==> config.mk <==
export PLATFORM = sky130hd
export DESIGN_NAME = calendar_clock_tick
export DESIGN_NICKNAME = d
export VERILOG_FILES = /design/src/cct_pkg.sv /design/src/cct_time_core.sv /design/src/cct_weekday.sv /design/src/calendar_clock_tick.sv
export SDC_FILE = /design/constraint.sdc
export NUM_CORES = 1
export LEC_CHECK = 0
export BUFFER_PORTS_ARGS = -buffer_cell sky130_fd_sc_hd__buf_2
export CAP_MARGIN = 20
export CELL_PAD_IN_SITES_DETAIL_PLACEMENT = 1
export CELL_PAD_IN_SITES_GLOBAL_PLACEMENT = 2
export CORE_ASPECT_RATIO = 1.25
export CORE_UTILIZATION = 43
export CTS_BUF_LIST = sky130_fd_sc_hd__clkbuf_2 sky130_fd_sc_hd__clkbuf_4 sky130_fd_sc_hd__clkbuf_8
export DETAILED_ROUTE_END_ITERATION = 6
export PLACE_DENSITY_LB_ADDON = 0.1
export SYNTH_ARGS = -nofsm -noshare
export SYNTH_HDL_FRONTEND = slang
export SYNTH_SLANG_ARGS = --single-unit
==> constraint.sdc <==
create_clock -name i_clk -period 9.4 [get_ports i_clk]
set_input_delay 0.47 -clock i_clk [delete_from_list [all_inputs] [get_ports i_clk]]
set_output_delay 0.47 -clock i_clk [all_outputs]
set_load 0.03 [all_outputs]
==> src/cct_pkg.sv <==
package cct_pkg;

    typedef enum logic [1:0] {
        OP_TICK = 2'd0,
        OP_SET  = 2'd1,
        OP_READ = 2'd2
    } t_cct_op;

    typedef enum logic {
        REG_MIN_YEAR = 1'b0,
        REG_MAX_YEAR = 1'b1
    } t_cct_reg;

    typedef struct packed {
        t_cct_op     opcode;
        logic [11:0] set_year;
        logic [3:0]  set_month;
        logic [4:0]  set_day;
        logic [4:0]  set_hour;
        logic [5:0]  set_minute;
        logic [5:0]  set_second;
    } t_cct_in;

    typedef struct packed {
        logic [11:0] cur_year;
        logic [3:0]  cur_month;
        logic [4:0]  cur_day;
        logic [4:0]  cur_hour;
        logic [5:0]  cur_minute;
        logic [5:0]  cur_second;
        logic [2:0]  cur_weekday;
        logic        set_rejected;
    } t_cct_out;

    typedef struct packed {
        logic [11:0] year;
        logic [3:0]  month;
        logic [4:0]  day;
        logic [4:0]  hour;
        logic [5:0]  minute;
        logic [5:0]  second;
    } t_cct_time;

    typedef struct packed {
        t_cct_time tm;
        logic      rejected;
    } t_cct_stamp;

    typedef struct packed {
        logic [11:0] min_year;
        logic [11:0] max_year;
    } t_cct_cfg;

    localparam logic [11:0] MIN_YEAR_RESET = 12'd2000;
    localparam logic [11:0] MAX_YEAR_RESET = 12'd2099;

    localparam logic [11:0] YEAR_RESET   = 12'd2015;
    localparam logic [3:0]  MONTH_RESET  = 4'd1;
    localparam logic [4:0]  DAY_RESET    = 5'd1;

    localparam logic [5:0]  SECOND_LAST  = 6'd59;
    localparam logic [5:0]  MINUTE_LAST  = 6'd59;
    localparam logic [4:0]  HOUR_LAST    = 5'd23;
    localparam logic [4:0]  HOUR_SET_MAX = 5'd24;
    localparam logic [3:0]  MONTH_LAST   = 4'd12;

    localparam logic [12:0] YEAR_OFFSET  = 13'd400;
    localparam logic [12:0] RECIP_100    = 13'd5243;
    localparam int          RECIP_100_SH = 19;
    localparam logic [13:0] RECIP_7      = 14'd9363;
    localparam int          RECIP_7_SH   = 16;
    localparam logic [12:0] DAYS_A_WEEK  = 13'd7;

endpackage

==> src/cct_time_core.sv <==
module cct_time_core (
    input  logic                i_clk,
    input  logic                i_rst_n,
    input  cct_pkg::t_cct_cfg   i_cfg,
    input  logic                i_valid,
    output logic                o_ready,
    input  cct_pkg::t_cct_in    i_item,
    output logic                o_valid,
    input  logic                i_ready,
    output cct_pkg::t_cct_stamp o_stamp
);
    import cct_pkg::*;

    logic [11:0] r_year,   n_year;
    logic [3:0]  r_month,  n_month;
    logic [4:0]  r_day,    n_day;
    logic [4:0]  r_hour,   n_hour;
    logic [5:0]  r_minute, n_minute;
    logic [5:0]  r_second, n_second;
    logic        r_rejected, n_rejected;
    logic        r_valid;
    logic        w_fire;
    logic        w_bad_set;

    function automatic logic is_leap(input logic [11:0] y);
        logic century_common;
        century_common = 1'b0;
        for (int k = 1; k <= 40; k++) begin
            if ((k % 4) != 0 && y == 12'(k * 100)) begin
                century_common = 1'b1;
            end
        end
        return (y[1:0] == 2'b00) && !century_common;
    endfunction

    function automatic logic [4:0] month_length(input logic [3:0] m, input logic leap);
        logic [3:0] k;
        k = (m > 4'd7) ? 4'(m - 4'd7) : m;
        if (m == 4'd2) begin
            return leap ? 5'd29 : 5'd28;
        end
        return 5'd30 + {4'd0, k[0]};
    endfunction

    assign o_ready  = !r_valid || i_ready;
    assign w_fire   = i_valid && o_ready;
    assign w_bad_set = (i_item.set_year < i_cfg.min_year)
                    || (i_item.set_year > i_cfg.max_year)
                    || (i_item.set_month > MONTH_LAST)
                    || (i_item.set_hour > HOUR_SET_MAX);

    always_comb begin
        n_year     = r_year;
        n_month    = r_month;
        n_day      = r_day;
        n_hour     = r_hour;
        n_minute   = r_minute;
        n_second   = r_second;
        n_rejected = 1'b0;
        unique case (i_item.opcode)
            OP_TICK: begin
                if (r_second < SECOND_LAST) begin
                    n_second = r_second + 6'd1;
                end else begin
                    n_second = '0;
                    if (r_minute < MINUTE_LAST) begin
                        n_minute = r_minute + 6'd1;
                    end else begin
                        n_minute = '0;
                        if (r_hour < HOUR_LAST) begin
                            n_hour = r_hour + 5'd1;
                        end else begin
                            n_hour = '0;
                            if (r_day < month_length(r_month, is_leap(r_year))) begin
                                n_day = r_day + 5'd1;
                            end else begin
                                n_day = 5'd1;
                                if (r_month < MONTH_LAST) begin
                                    n_month = r_month + 4'd1;
                                end else begin
                                    n_month = 4'd1;
                                    n_year  = r_year + 12'd1;
                                end
                            end
                        end
                    end
                end
            end
            OP_SET: begin
                if (w_bad_set) begin
                    n_rejected = 1'b1;
                end else begin
                    n_year   = i_item.set_year;
                    n_month  = i_item.set_month;
                    n_day    = i_item.set_day;
                    n_hour   = i_item.set_hour;
                    n_minute = i_item.set_minute;
                    n_second = i_item.set_second;
                end
            end
            default: begin
            end
        endcase
    end

    always_ff @(posedge i_clk) begin
        if (!i_rst_n) begin
            r_valid    <= 1'b0;
            r_year     <= YEAR_RESET;
            r_month    <= MONTH_RESET;
            r_day      <= DAY_RESET;
            r_hour     <= '0;
            r_minute   <= '0;
            r_second   <= '0;
            r_rejected <= 1'b0;
        end else begin
            if (w_fire) begin
                r_valid    <= 1'b1;
                r_year     <= n_year;
                r_month    <= n_month;
                r_day      <= n_day;
                r_hour     <= n_hour;
                r_minute   <= n_minute;
                r_second   <= n_second;
                r_rejected <= n_rejected;
            end else if (i_ready) begin
                r_valid <= 1'b0;
            end
        end
    end

    assign o_valid            = r_valid;
    assign o_stamp.tm.year    = r_year;
    assign o_stamp.tm.month   = r_month;
    assign o_stamp.tm.day     = r_day;
    assign o_stamp.tm.hour    = r_hour;
    assign o_stamp.tm.minute  = r_minute;
    assign o_stamp.tm.second  = r_second;
    assign o_stamp.rejected   = r_rejected;

endmodule

==> src/cct_weekday.sv <==
module cct_weekday (
    input  logic                i_clk,
    input  logic                i_rst_n,
    input  logic                i_valid,
    output logic                o_ready,
    input  cct_pkg::t_cct_stamp i_stamp,
    output logic                o_valid,
    input  logic                i_ready,
    output cct_pkg::t_cct_out   o_data
);
    import cct_pkg::*;

    logic        r_s2_valid, r_s3_valid, r_out_valid;
    t_cct_stamp  r_s2_stamp, r_s3_stamp;
    logic [12:0] r_yy;
    logic [6:0]  r_q100;
    logic [5:0]  r_dm;
    logic [12:0] r_sum;
    t_cct_out    r_out;

    logic        w_out_ready, w_s3_ready, w_s2_ready;
    logic        w_jan_feb;
    logic [12:0] w_yy;
    logic [25:0] w_p100;
    logic [12:0] w_sum;
    logic [26:0] w_p7;
    logic [10:0] w_q7;
    logic [12:0] w_rem;

    // Month contribution 2*m + floor(3*(m+1)/5), reduced modulo 7, with
    // January and February counted as months 13 and 14.
    function automatic logic [2:0] month_term(input logic [3:0] m);
        logic [2:0] t;
        unique case (m)
            4'd0:    t = 3'd0;
            4'd1:    t = 3'd6;
            4'd2:    t = 3'd2;
            4'd3:    t = 3'd1;
            4'd4:    t = 3'd4;
            4'd5:    t = 3'd6;
            4'd6:    t = 3'd2;
            4'd7:    t = 3'd4;
            4'd8:    t = 3'd0;
            4'd9:    t = 3'd3;
            4'd10:   t = 3'd5;
            4'd11:   t = 3'd1;
            4'd12:   t = 3'd3;
            4'd13:   t = 3'd6;
            4'd14:   t = 3'd2;
            default: t = 3'd4;
        endcase
        return t;
    endfunction

    assign w_out_ready = !r_out_valid || i_ready;
    assign w_s3_ready  = !r_s3_valid || w_out_ready;
    assign w_s2_ready  = !r_s2_valid || w_s3_ready;
    assign o_ready     = w_s2_ready;

    assign w_jan_feb = (i_stamp.tm.month == 4'd1) || (i_stamp.tm.month == 4'd2);
    assign w_yy      = 13'({1'b0, i_stamp.tm.year}) + YEAR_OFFSET - 13'({12'd0, w_jan_feb});
    assign w_p100    = 26'(w_yy) * 26'(RECIP_100);

    assign w_sum = r_yy + (r_yy >> 2) - 13'(r_q100) + 13'(r_q100 >> 2) + 13'(r_dm);

    assign w_p7  = 27'(r_sum) * 27'(RECIP_7);
    assign w_q7  = 11'(w_p7 >> RECIP_7_SH);
    assign w_rem = r_sum - 13'(13'(w_q7) * DAYS_A_WEEK);

    always_ff @(posedge i_clk) begin
        if (!i_rst_n) begin
            r_s2_valid  <= 1'b0;
            r_s3_valid  <= 1'b0;
            r_out_valid <= 1'b0;
        end else begin
            if (w_s2_ready) begin
                r_s2_valid <= i_valid;
            end
            if (w_s3_ready) begin
                r_s3_valid <= r_s2_valid;
            end
            if (w_out_ready) begin
                r_out_valid <= r_s3_valid;
            end
        end
    end

    always_ff @(posedge i_clk) begin
        if (w_s2_ready && i_valid) begin
            r_s2_stamp <= i_stamp;
            r_yy       <= w_yy;
            r_q100     <= 7'(w_p100 >> RECIP_100_SH);
            r_dm       <= 6'(i_stamp.tm.day) + 6'(month_term(i_stamp.tm.month));
        end
        if (w_s3_ready && r_s2_valid) begin
            r_s3_stamp <= r_s2_stamp;
            r_sum      <= w_sum;
        end
        if (w_out_ready && r_s3_valid) begin
            r_out.cur_year     <= r_s3_stamp.tm.year;
            r_out.cur_month    <= r_s3_stamp.tm.month;
            r_out.cur_day      <= r_s3_stamp.tm.day;
            r_out.cur_hour     <= r_s3_stamp.tm.hour;
            r_out.cur_minute   <= r_s3_stamp.tm.minute;
            r_out.cur_second   <= r_s3_stamp.tm.second;
            r_out.cur_weekday  <= w_rem[2:0];
            r_out.set_rejected <= r_s3_stamp.rejected;
        end
    end

    assign o_valid = r_out_valid;
    assign o_data  = r_out;

endmodule

==> src/calendar_clock_tick.sv <==
// Calendar clock with Gregorian leap years and a day-of-week output.
// Input channel (i_in_valid / o_in_ready, payload i_in_data): each transfer
// carries one operation, a one-second tick, a set of the full date and
// time, or a read. Every input transfer yields exactly one result transfer
// on the output channel (o_out_valid / i_out_ready, payload o_out_data)
// with the date and time after the operation, the weekday (0 is Monday)
// and a flag that marks a refused set.
// One item is taken every cycle while the output channel does not stall.
// The input transfer is registered first; the clock registers are updated in the second
// stage; the weekday takes three more stages, one reciprocal multiply each
// for the divide by 100 and the remainder by 7, and drives o_out_valid.
// The configuration channel (i_cfg_valid / o_cfg_ready) is always ready and
// writes the smallest or largest year that a set accepts.
// Reset gives 2015-01-01 00:00:00, a Thursday, and a year range of
// 2000 to 2099, with an empty pipeline.
// When the receiver stalls, results stay in the stages; up to five items
// are held before o_in_ready drops.
module calendar_clock_tick (
    input  logic              i_clk,
    input  logic              i_rst_n,
    input  logic              i_in_valid,
    output logic              o_in_ready,
    input  cct_pkg::t_cct_in  i_in_data,
    output logic              o_out_valid,
    input  logic              i_out_ready,
    output cct_pkg::t_cct_out o_out_data,
    input  logic              i_cfg_valid,
    output logic              o_cfg_ready,
    input  cct_pkg::t_cct_reg i_cfg_index,
    input  logic [11:0]       i_cfg_data
);
    import cct_pkg::*;

    logic       r_in_valid;
    t_cct_in    r_in;
    t_cct_cfg   r_cfg;
    logic       w_core_ready;
    logic       w_core_valid;
    t_cct_stamp w_stamp;
    logic       w_wd_ready;

    assign o_in_ready  = !r_in_valid || w_core_ready;
    assign o_cfg_ready = 1'b1;

    always_ff @(posedge i_clk) begin
        if (!i_rst_n) begin
            r_in_valid     <= 1'b0;
            r_cfg.min_year <= MIN_YEAR_RESET;
            r_cfg.max_year <= MAX_YEAR_RESET;
        end else begin
            if (o_in_ready) begin
                r_in_valid <= i_in_valid;
            end
            if (i_cfg_valid) begin
                unique case (i_cfg_index)
                    REG_MIN_YEAR: r_cfg.min_year <= i_cfg_data;
                    REG_MAX_YEAR: r_cfg.max_year <= i_cfg_data;
                    default: begin
                    end
                endcase
            end
        end
    end

    always_ff @(posedge i_clk) begin
        if (o_in_ready && i_in_valid) begin
            r_in <= i_in_data;
        end
    end

    cct_time_core u_core (
        .i_clk   (i_clk),
        .i_rst_n (i_rst_n),
        .i_cfg   (r_cfg),
        .i_valid (r_in_valid),
        .o_ready (w_core_ready),
        .i_item  (r_in),
        .o_valid (w_core_valid),
        .i_ready (w_wd_ready),
        .o_stamp (w_stamp)
    );

    cct_weekday u_weekday (
        .i_clk   (i_clk),
        .i_rst_n (i_rst_n),
        .i_valid (w_core_valid),
        .o_ready (w_wd_ready),
        .i_stamp (w_stamp),
        .o_valid (o_out_valid),
        .i_ready (i_out_ready),
        .o_data  (o_out_data)
    );

endmodule
* Word level (Yosys, flattened, before mapping) *
Memories as Yosys holds them, arrays and structs flattened. A register that Yosys moved wholly into a read port is not among the register bits.
Cells that the tools add are included.

cells by class
  bitwise gates (word level) = 1
  reductions and logical operators = 33
  order comparisons = 10
  add/subtract/negate cells = 16
  muxes and demuxes = 86
  equality and inequality tests = 39
  multipliers = 3

operators with widths
  cell                                                 count
  == test 12 bit, second input constant                15
  == test 12 x 11 -> 1 bit, second input constant      7
  2-to-1 mux 5 bit                                     15
  2-to-1 mux 12 bit                                    6
  == test 12 x 10 -> 1 bit, second input constant      4
  2-to-1 mux 1 bit                                     45
  2-to-1 mux 4 bit                                     8
  2-to-1 mux 6 bit                                     5
  multiplier 13 x 14 -> 27 bit, second input constant  1
  multiplier 13 x 13 -> 26 bit, second input constant  1
  == test 12 x 9 -> 1 bit, second input constant       2
  case mux 12 bit (2 select lines)                     1
  case mux 6 bit (2 select lines)                      2
  case mux 5 bit (2 select lines)                      2
  adder 12 x 9 -> 13 bit, second input constant        1
  adder 13 x 11 -> 13 bit                              1
  adder 13 x 5 -> 13 bit                               1
  adder 13 x 6 -> 13 bit                               1
  subtractor 13 x 1 -> 13 bit                          1
  subtractor 13 x 7 -> 13 bit                          1
  adder 12 x 1 -> 12 bit, second input constant        1
  adder 6 x 1 -> 6 bit, second input constant          2
  == test 12 x 7 -> 1 bit, second input constant       1
  == test 12 x 8 -> 1 bit, second input constant       1
  35 further kinds                                     63

word-level totals
  flip-flop bits (word level) = 267
  output and inout bits = 45
  word-level logic and storage cells = 236
  bits in read-only memories = 48
  memories kept = 1

memories
  name             depth  bits a word  rd ports  clocked after Yosys merged registers in  write ports  RTL line           source
  (no name shown)  16     3            1         1                                        0            cct_weekday.sv:34  unique case (m)

* Longest topological paths before layout *
  word-level depth = 52
  gate-level depth with buffers = 34
  gate-level depth less buffers = 34

* Modules after synthesis *
A second synthesis with hierarchy kept.

second synthesis, totals
  cell total of the unflattened synthesis = 1575
  area, all modules = 17764.5 µm²

by module, submodules not included
  module               area an instance (µm²)  instances  seq. area each (µm²)  cells each
  cct_weekday          11718.7                 1          4834.6                911
  cct_time_core        3799.9                  1          800.8                 510
  calendar_clock_tick  2245.9                  1          1701.6                154

* Worst setup path after synthesis *
OpenSTA, ideal clock, no wires.

  path type = reg-to-reg
  start = register u_core.r_month[0]
  end = register u_weekday.r_q100[6], data pin
  library setup time = 260 ps
  arrival time = 7375 ps
  path slack = 1765 ps
  cell stages (with the launch flop) = 34
  buffers on the path = 0
  path through = dfxtp_1 -> inv_1 -> ha_1 -> nor2_1 -> nor3_1 -> ha_1 -> inv_1 -> ha_1 -> inv_1 -> fa_1 -> nor2b_1 -> o21ai_0 -> nand2b_1 -> a211o_1 -> a211o_1 -> a211o_1 -> xnor2_1 -> ha_1 -> fa_1 -> inv_1 -> fa_1 -> inv_1 -> fa_1 -> fa_1 -> ha_1 -> a21oi_1 -> nor2b_1 -> o21ai_0 -> a21oi_1 -> or4_1 -> a311oi_1 -> o21bai_1 -> a21oi_1 -> xnor2_1

on the way
  cells in the longest elaborated chain, start to end = 4
  elaborated cells on any way between the ends = 5
  those cells by class = 1 x add/sub; 1 x mul; 2 x eq/ne; 1 x reduce/logical

RTL lines
  item                                                              RTL line              source
  start: declaration                                                cct_time_core.sv:15   logic [3:0] r_month, n_month;
  start signal: assignment                                          cct_time_core.sv:120  r_month <= n_month;
  == test 4 x 1 -> 1 bit or == test 4 x 2 -> 1 bit (tied branches)  cct_weekday.sv:60     assign w_jan_feb = (i_stamp.tm.month == 4'd1) || (i_stamp.tm.month == 4'd2);
  logical OR 1 bit *                                                cct_weekday.sv:60
  subtractor 13 x 1 -> 13 bit *                                     cct_weekday.sv:61     assign w_yy = 13'({1'b0, i_stamp.tm.year}) + YEAR_OFFSET - 13'({12'd0, w_jan_feb});
  named net u_weekday.w_yy[11]                                      cct_weekday.sv:23     logic [12:0] w_yy;
  multiplier 13 x 13 -> 26 bit *                                    cct_weekday.sv:62     assign w_p100 = 26'(w_yy) * 26'(RECIP_100);
  named net u_weekday.w_p100[25]                                    cct_weekday.sv:24     logic [25:0] w_p100;
  end signal: assignment                                            cct_weekday.sv:92     r_q100 <= 7'(w_p100 >> RECIP_100_SH);
  end: declaration                                                  cct_weekday.sv:16     logic [6:0] r_q100;

Mark *: on every way through the listed nets, which the timed path passes. The rest lies on a longest branch.
A chain may end at the register's enable or synchronous reset.

* Worst setup path in the final report *
Ends and elaborated chain as after synthesis.

==> flow_metrics.tcl <==
set metrics [dict create \
    outcome "complete, no violations" \
    cts-htree-levels 2 \
    p_clk_frac 0.327 \
    syn2layout_area_growth_pct 12.2 \
    syn_nets 1938 \
    viasPerCell 5.16 \
    dieArea_um2 41200 \
    report.final.slew_viol_count 0 \
    fill_cells 4297 \
    swShare 0.307 \
    tns_ns 0 \
    grt_max_degree 66 \
    synthCells 1534 \
    crit_family "adder cells" \
    crit_slowest_cell "xnor2_1" \
    p_int_mw 2.42 \
    dr_total_vias 11358 \
    first_pass_iters 4 \
    power_density_nw_per_um2 179 \
    period_needed_ns 8.33 \
    max_slew_margin 0.361 \
    place.gp.congestion 0.813 \
    power.share.sequential 0.396 \
    rsz0062_at_grt "false" \
    startpoint_type "register" \
    clk_latency_ns 0.59 \
    drive_gt1_frac 0.133 \
    routed_wl_um 39500 \
    num_rows 81 \
    cts_made_buffers 47 \
    n_antenna_cell 0 \
    synthArstFlopShare 0 \
    finClkSkew_ns 0.0222 \
    max_stage_delay_ns 0.63 \
    core_area_um2 39400 \
    yosysTopAreaCell "edfxtp_1" \
    power.switching_mw 1.07 \
    fin_nets 2067 \
    grt_pass1_wl_um 64200 \
    ys_top_cells_by_area "edfxtp_1 (34%), ha_1 (18%), fa_1 (12%)" \
    post-cts-setup-buffers 0 \
    drtIter0Drc 289 \
    yosys.area.top_type_share 0.344 \
    synth-warning-count 0 \
    cts-resized-gates 0 \
    synth-edff-count 199 \
    synthTopCellsByCount "inv_1 (268), ha_1 (243), edfxtp_1 (199), fa_1 (103), nand2_1 (99)" \
    synth.most_common_cell "inv_1" \
    critical_path.max_fanout 6 \
    syn_area_per_cell_um2 11.3 \
    fmax_mhz 120 \
    post-dp-hpwl_um 30600 \
    cts.sink_count 270 \
    antenna_found_initial 0 \
    hold_viol_final 0 \
    utilization 0.494 \
    wl_per_cell_um 17.9 \
    grt_usage 0.201 \
    syn_area_um2 17400 \
    path_buf_inv 4 \
    drc 0 \
    power_frac_comb 0.277 \
    required_ns 9.73 \
    ys_seq_elements 270 \
    crit_arrival_ns 8.66 \
    crit_path_end_kind "register" \
    setup_violations 0 \
    ys_seq_area_frac 0.426 \
    ant_nets 0 \
    grt_pass1_vias 12335 \
    grt_remaining_overflow 0 \
    ys.flop_type "edfxtp_1" \
    path_clk_slew_ns 0.06 \
    ioPinCount 103 \
    timing.final.crit_share 0.886 \
    p_leak_nw 8.37 \
    die-height_um 227 \
    synthDistinctLibCells 80 \
    maxCapViolCount 0 \
    worst_pin_slew_ns 0.955 \
    crit_type "register to register" \
    portBuffers 101 \
    die_w_um 182 \
    cpMostUsedCell "ha_1" \
    cts_max_path_buffers 3 \
    cts_root_buffer "clkbuf_8" \
    cts_hold_buf 0 \
    min_path_type "input pin to register" \
    start_util 0.440 \
    ir_drop_mv 0.150 \
    cts_tree "done" \
]
## flip-flops by register name, indices dropped and copies added (netlist names), 4 cells and up, named ones only
| register | flops |
|---|---|
| u_weekday.o_data | 42 |
| r_in | 40 |
| u_weekday.r_s2_stamp | 39 |
| u_weekday.r_s3_stamp | 39 |
| r_cfg | 24 |
| u_weekday.r_sum | 13 |
| u_weekday.r_yy | 13 |
| u_core.r_year | 12 |
| u_weekday.r_q100 | 7 |
| u_core.r_minute | 6 |
| u_core.r_second | 6 |
| u_weekday.r_dm | 6 |
| u_core.r_day | 5 |
| u_core.r_hour | 5 |
| u_core.r_month | 4 |
## area by class of cell
class                           instances  area [µm²]  area share
Multi-Input combinational cell        955        8800       0.452
Sequential cell                       270        7400       0.380
Inverter                              269        1010      0.0518
Clock buffer                           58         736      0.0378
Timing Repair Buffer                  120         648      0.0333
Tap cell                              498         623      0.0320
Clock inverter                         30         269      0.0138
## layer usage
layer	up-vias	routed length (µm)	GRT usage
met2	158	20800	0.377
met3	64	1100	0.0267
met1	5615	16500	0.234
li1	5521	-	-
met5	-	0	0
met4	0	1080	0.0694
## power by group through the flow
stage                     clock network, mW  logic, mW  registers, mW
after detailed placement                  0      0.993           1.41
after floorplan                           0      0.722           1.41
after global placement                    0      0.961           1.41
final                                  1.14      0.966           1.38
after CTS                              1.18       1.00           1.39
after global routing                   1.22       1.13           1.39
## metrics by stage
| step | hold slack, ns | area (µm²) | instances | setup slack, ns | power [mW] |
|---|---|---|---|---|---|
| after floorplan | 0.400 | 17400 | 1534 | 1.77 | 2.13 |
| final | 0.0531 | 19500 | 2200 | 1.07 | 3.49 |
| after detailed placement | 0.406 | 18500 | 2112 | 0.995 | 2.40 |
| after global placement | 0.400 | 18500 | 2112 | 1.29 | 2.37 |
| after global routing | 0.0237 | 19500 | 2200 | 0.454 | 3.74 |
| after CTS | 0.0105 | 19500 | 2200 | 0.984 | 3.57 |
## worst paths after layout
kind / startpoint / endpoint / slack, ns / cells past startpoint
hold / removal: i_in_data[30] / r_in[30] / 0.05 / 1
setup / recovery: u_core.r_month[0] / u_weekday.r_q100[6] / 1.07 / 33
hold reg to reg: u_weekday.r_s3_stamp[1] / u_weekday.o_data[4] / 0.41 / 0
setup reg to reg: u_core.r_month[0] / u_weekday.r_q100[6] / 1.07 / 33
## cells by family after synthesis
logic type                 after synthesis  share of synthesized area
other                                    1                   0.000216
AOI/OAI and AO/OA                      236                     0.0905
muxes                                   11                    0.00735
DFF                                    270                      0.426
and+or+nand+nor                        315                     0.0889
buffers and inverters                  309                     0.0698
adders and majority gates              346                      0.294
xor gates and xnor gates                46                     0.0232
## worst reg2reg max path: cells and delay by family, from the launching register on
kind                       cells  cell delay (ns)
buffers and inverters          4             0.28
xor gates and xnor gates       2             0.71
AOI/OAI and AO/OA             11             2.07
and+or+nand+nor                7             1.60
adders and majority gates      9             3.04
DFF                            1             0.37
## layout by cell type (no fill, tap or decap), types with 5 or more instances in the layout
cell / Yosys / final
nand4_1: 11 / 11
buf_4: 3 / 19
clkbuf_4: 0 / 10
buf_2: 9 / 101
a22o_1: 5 / 5
or3_1: 5 / 5
a211oi_1: 16 / 16
xor2_1: 10 / 10
o31ai_1: 5 / 5
xnor2_1: 36 / 36
clkinv_1: 1 / 11
nand2b_1: 12 / 12
o21ai_0: 45 / 45
a31oi_1: 10 / 9
mux2i_1: 7 / 7
clkbuf_8: 0 / 48
a21o_1: 7 / 7
ha_1: 243 / 243
dfxtp_1: 71 / 71
nor2b_1: 18 / 15
nand2_1: 99 / 99
a21oi_1: 63 / 63
fa_1: 103 / 103
and3_1: 11 / 11
edfxtp_1: 199 / 199
o211ai_1: 21 / 21
o21a_1: 9 / 9
nand3_1: 38 / 38
inv_1: 268 / 268
nor3_1: 15 / 15
clkinv_2: 0 / 9
nor2_1: 75 / 75
Power figures use the tool's default switching activity.
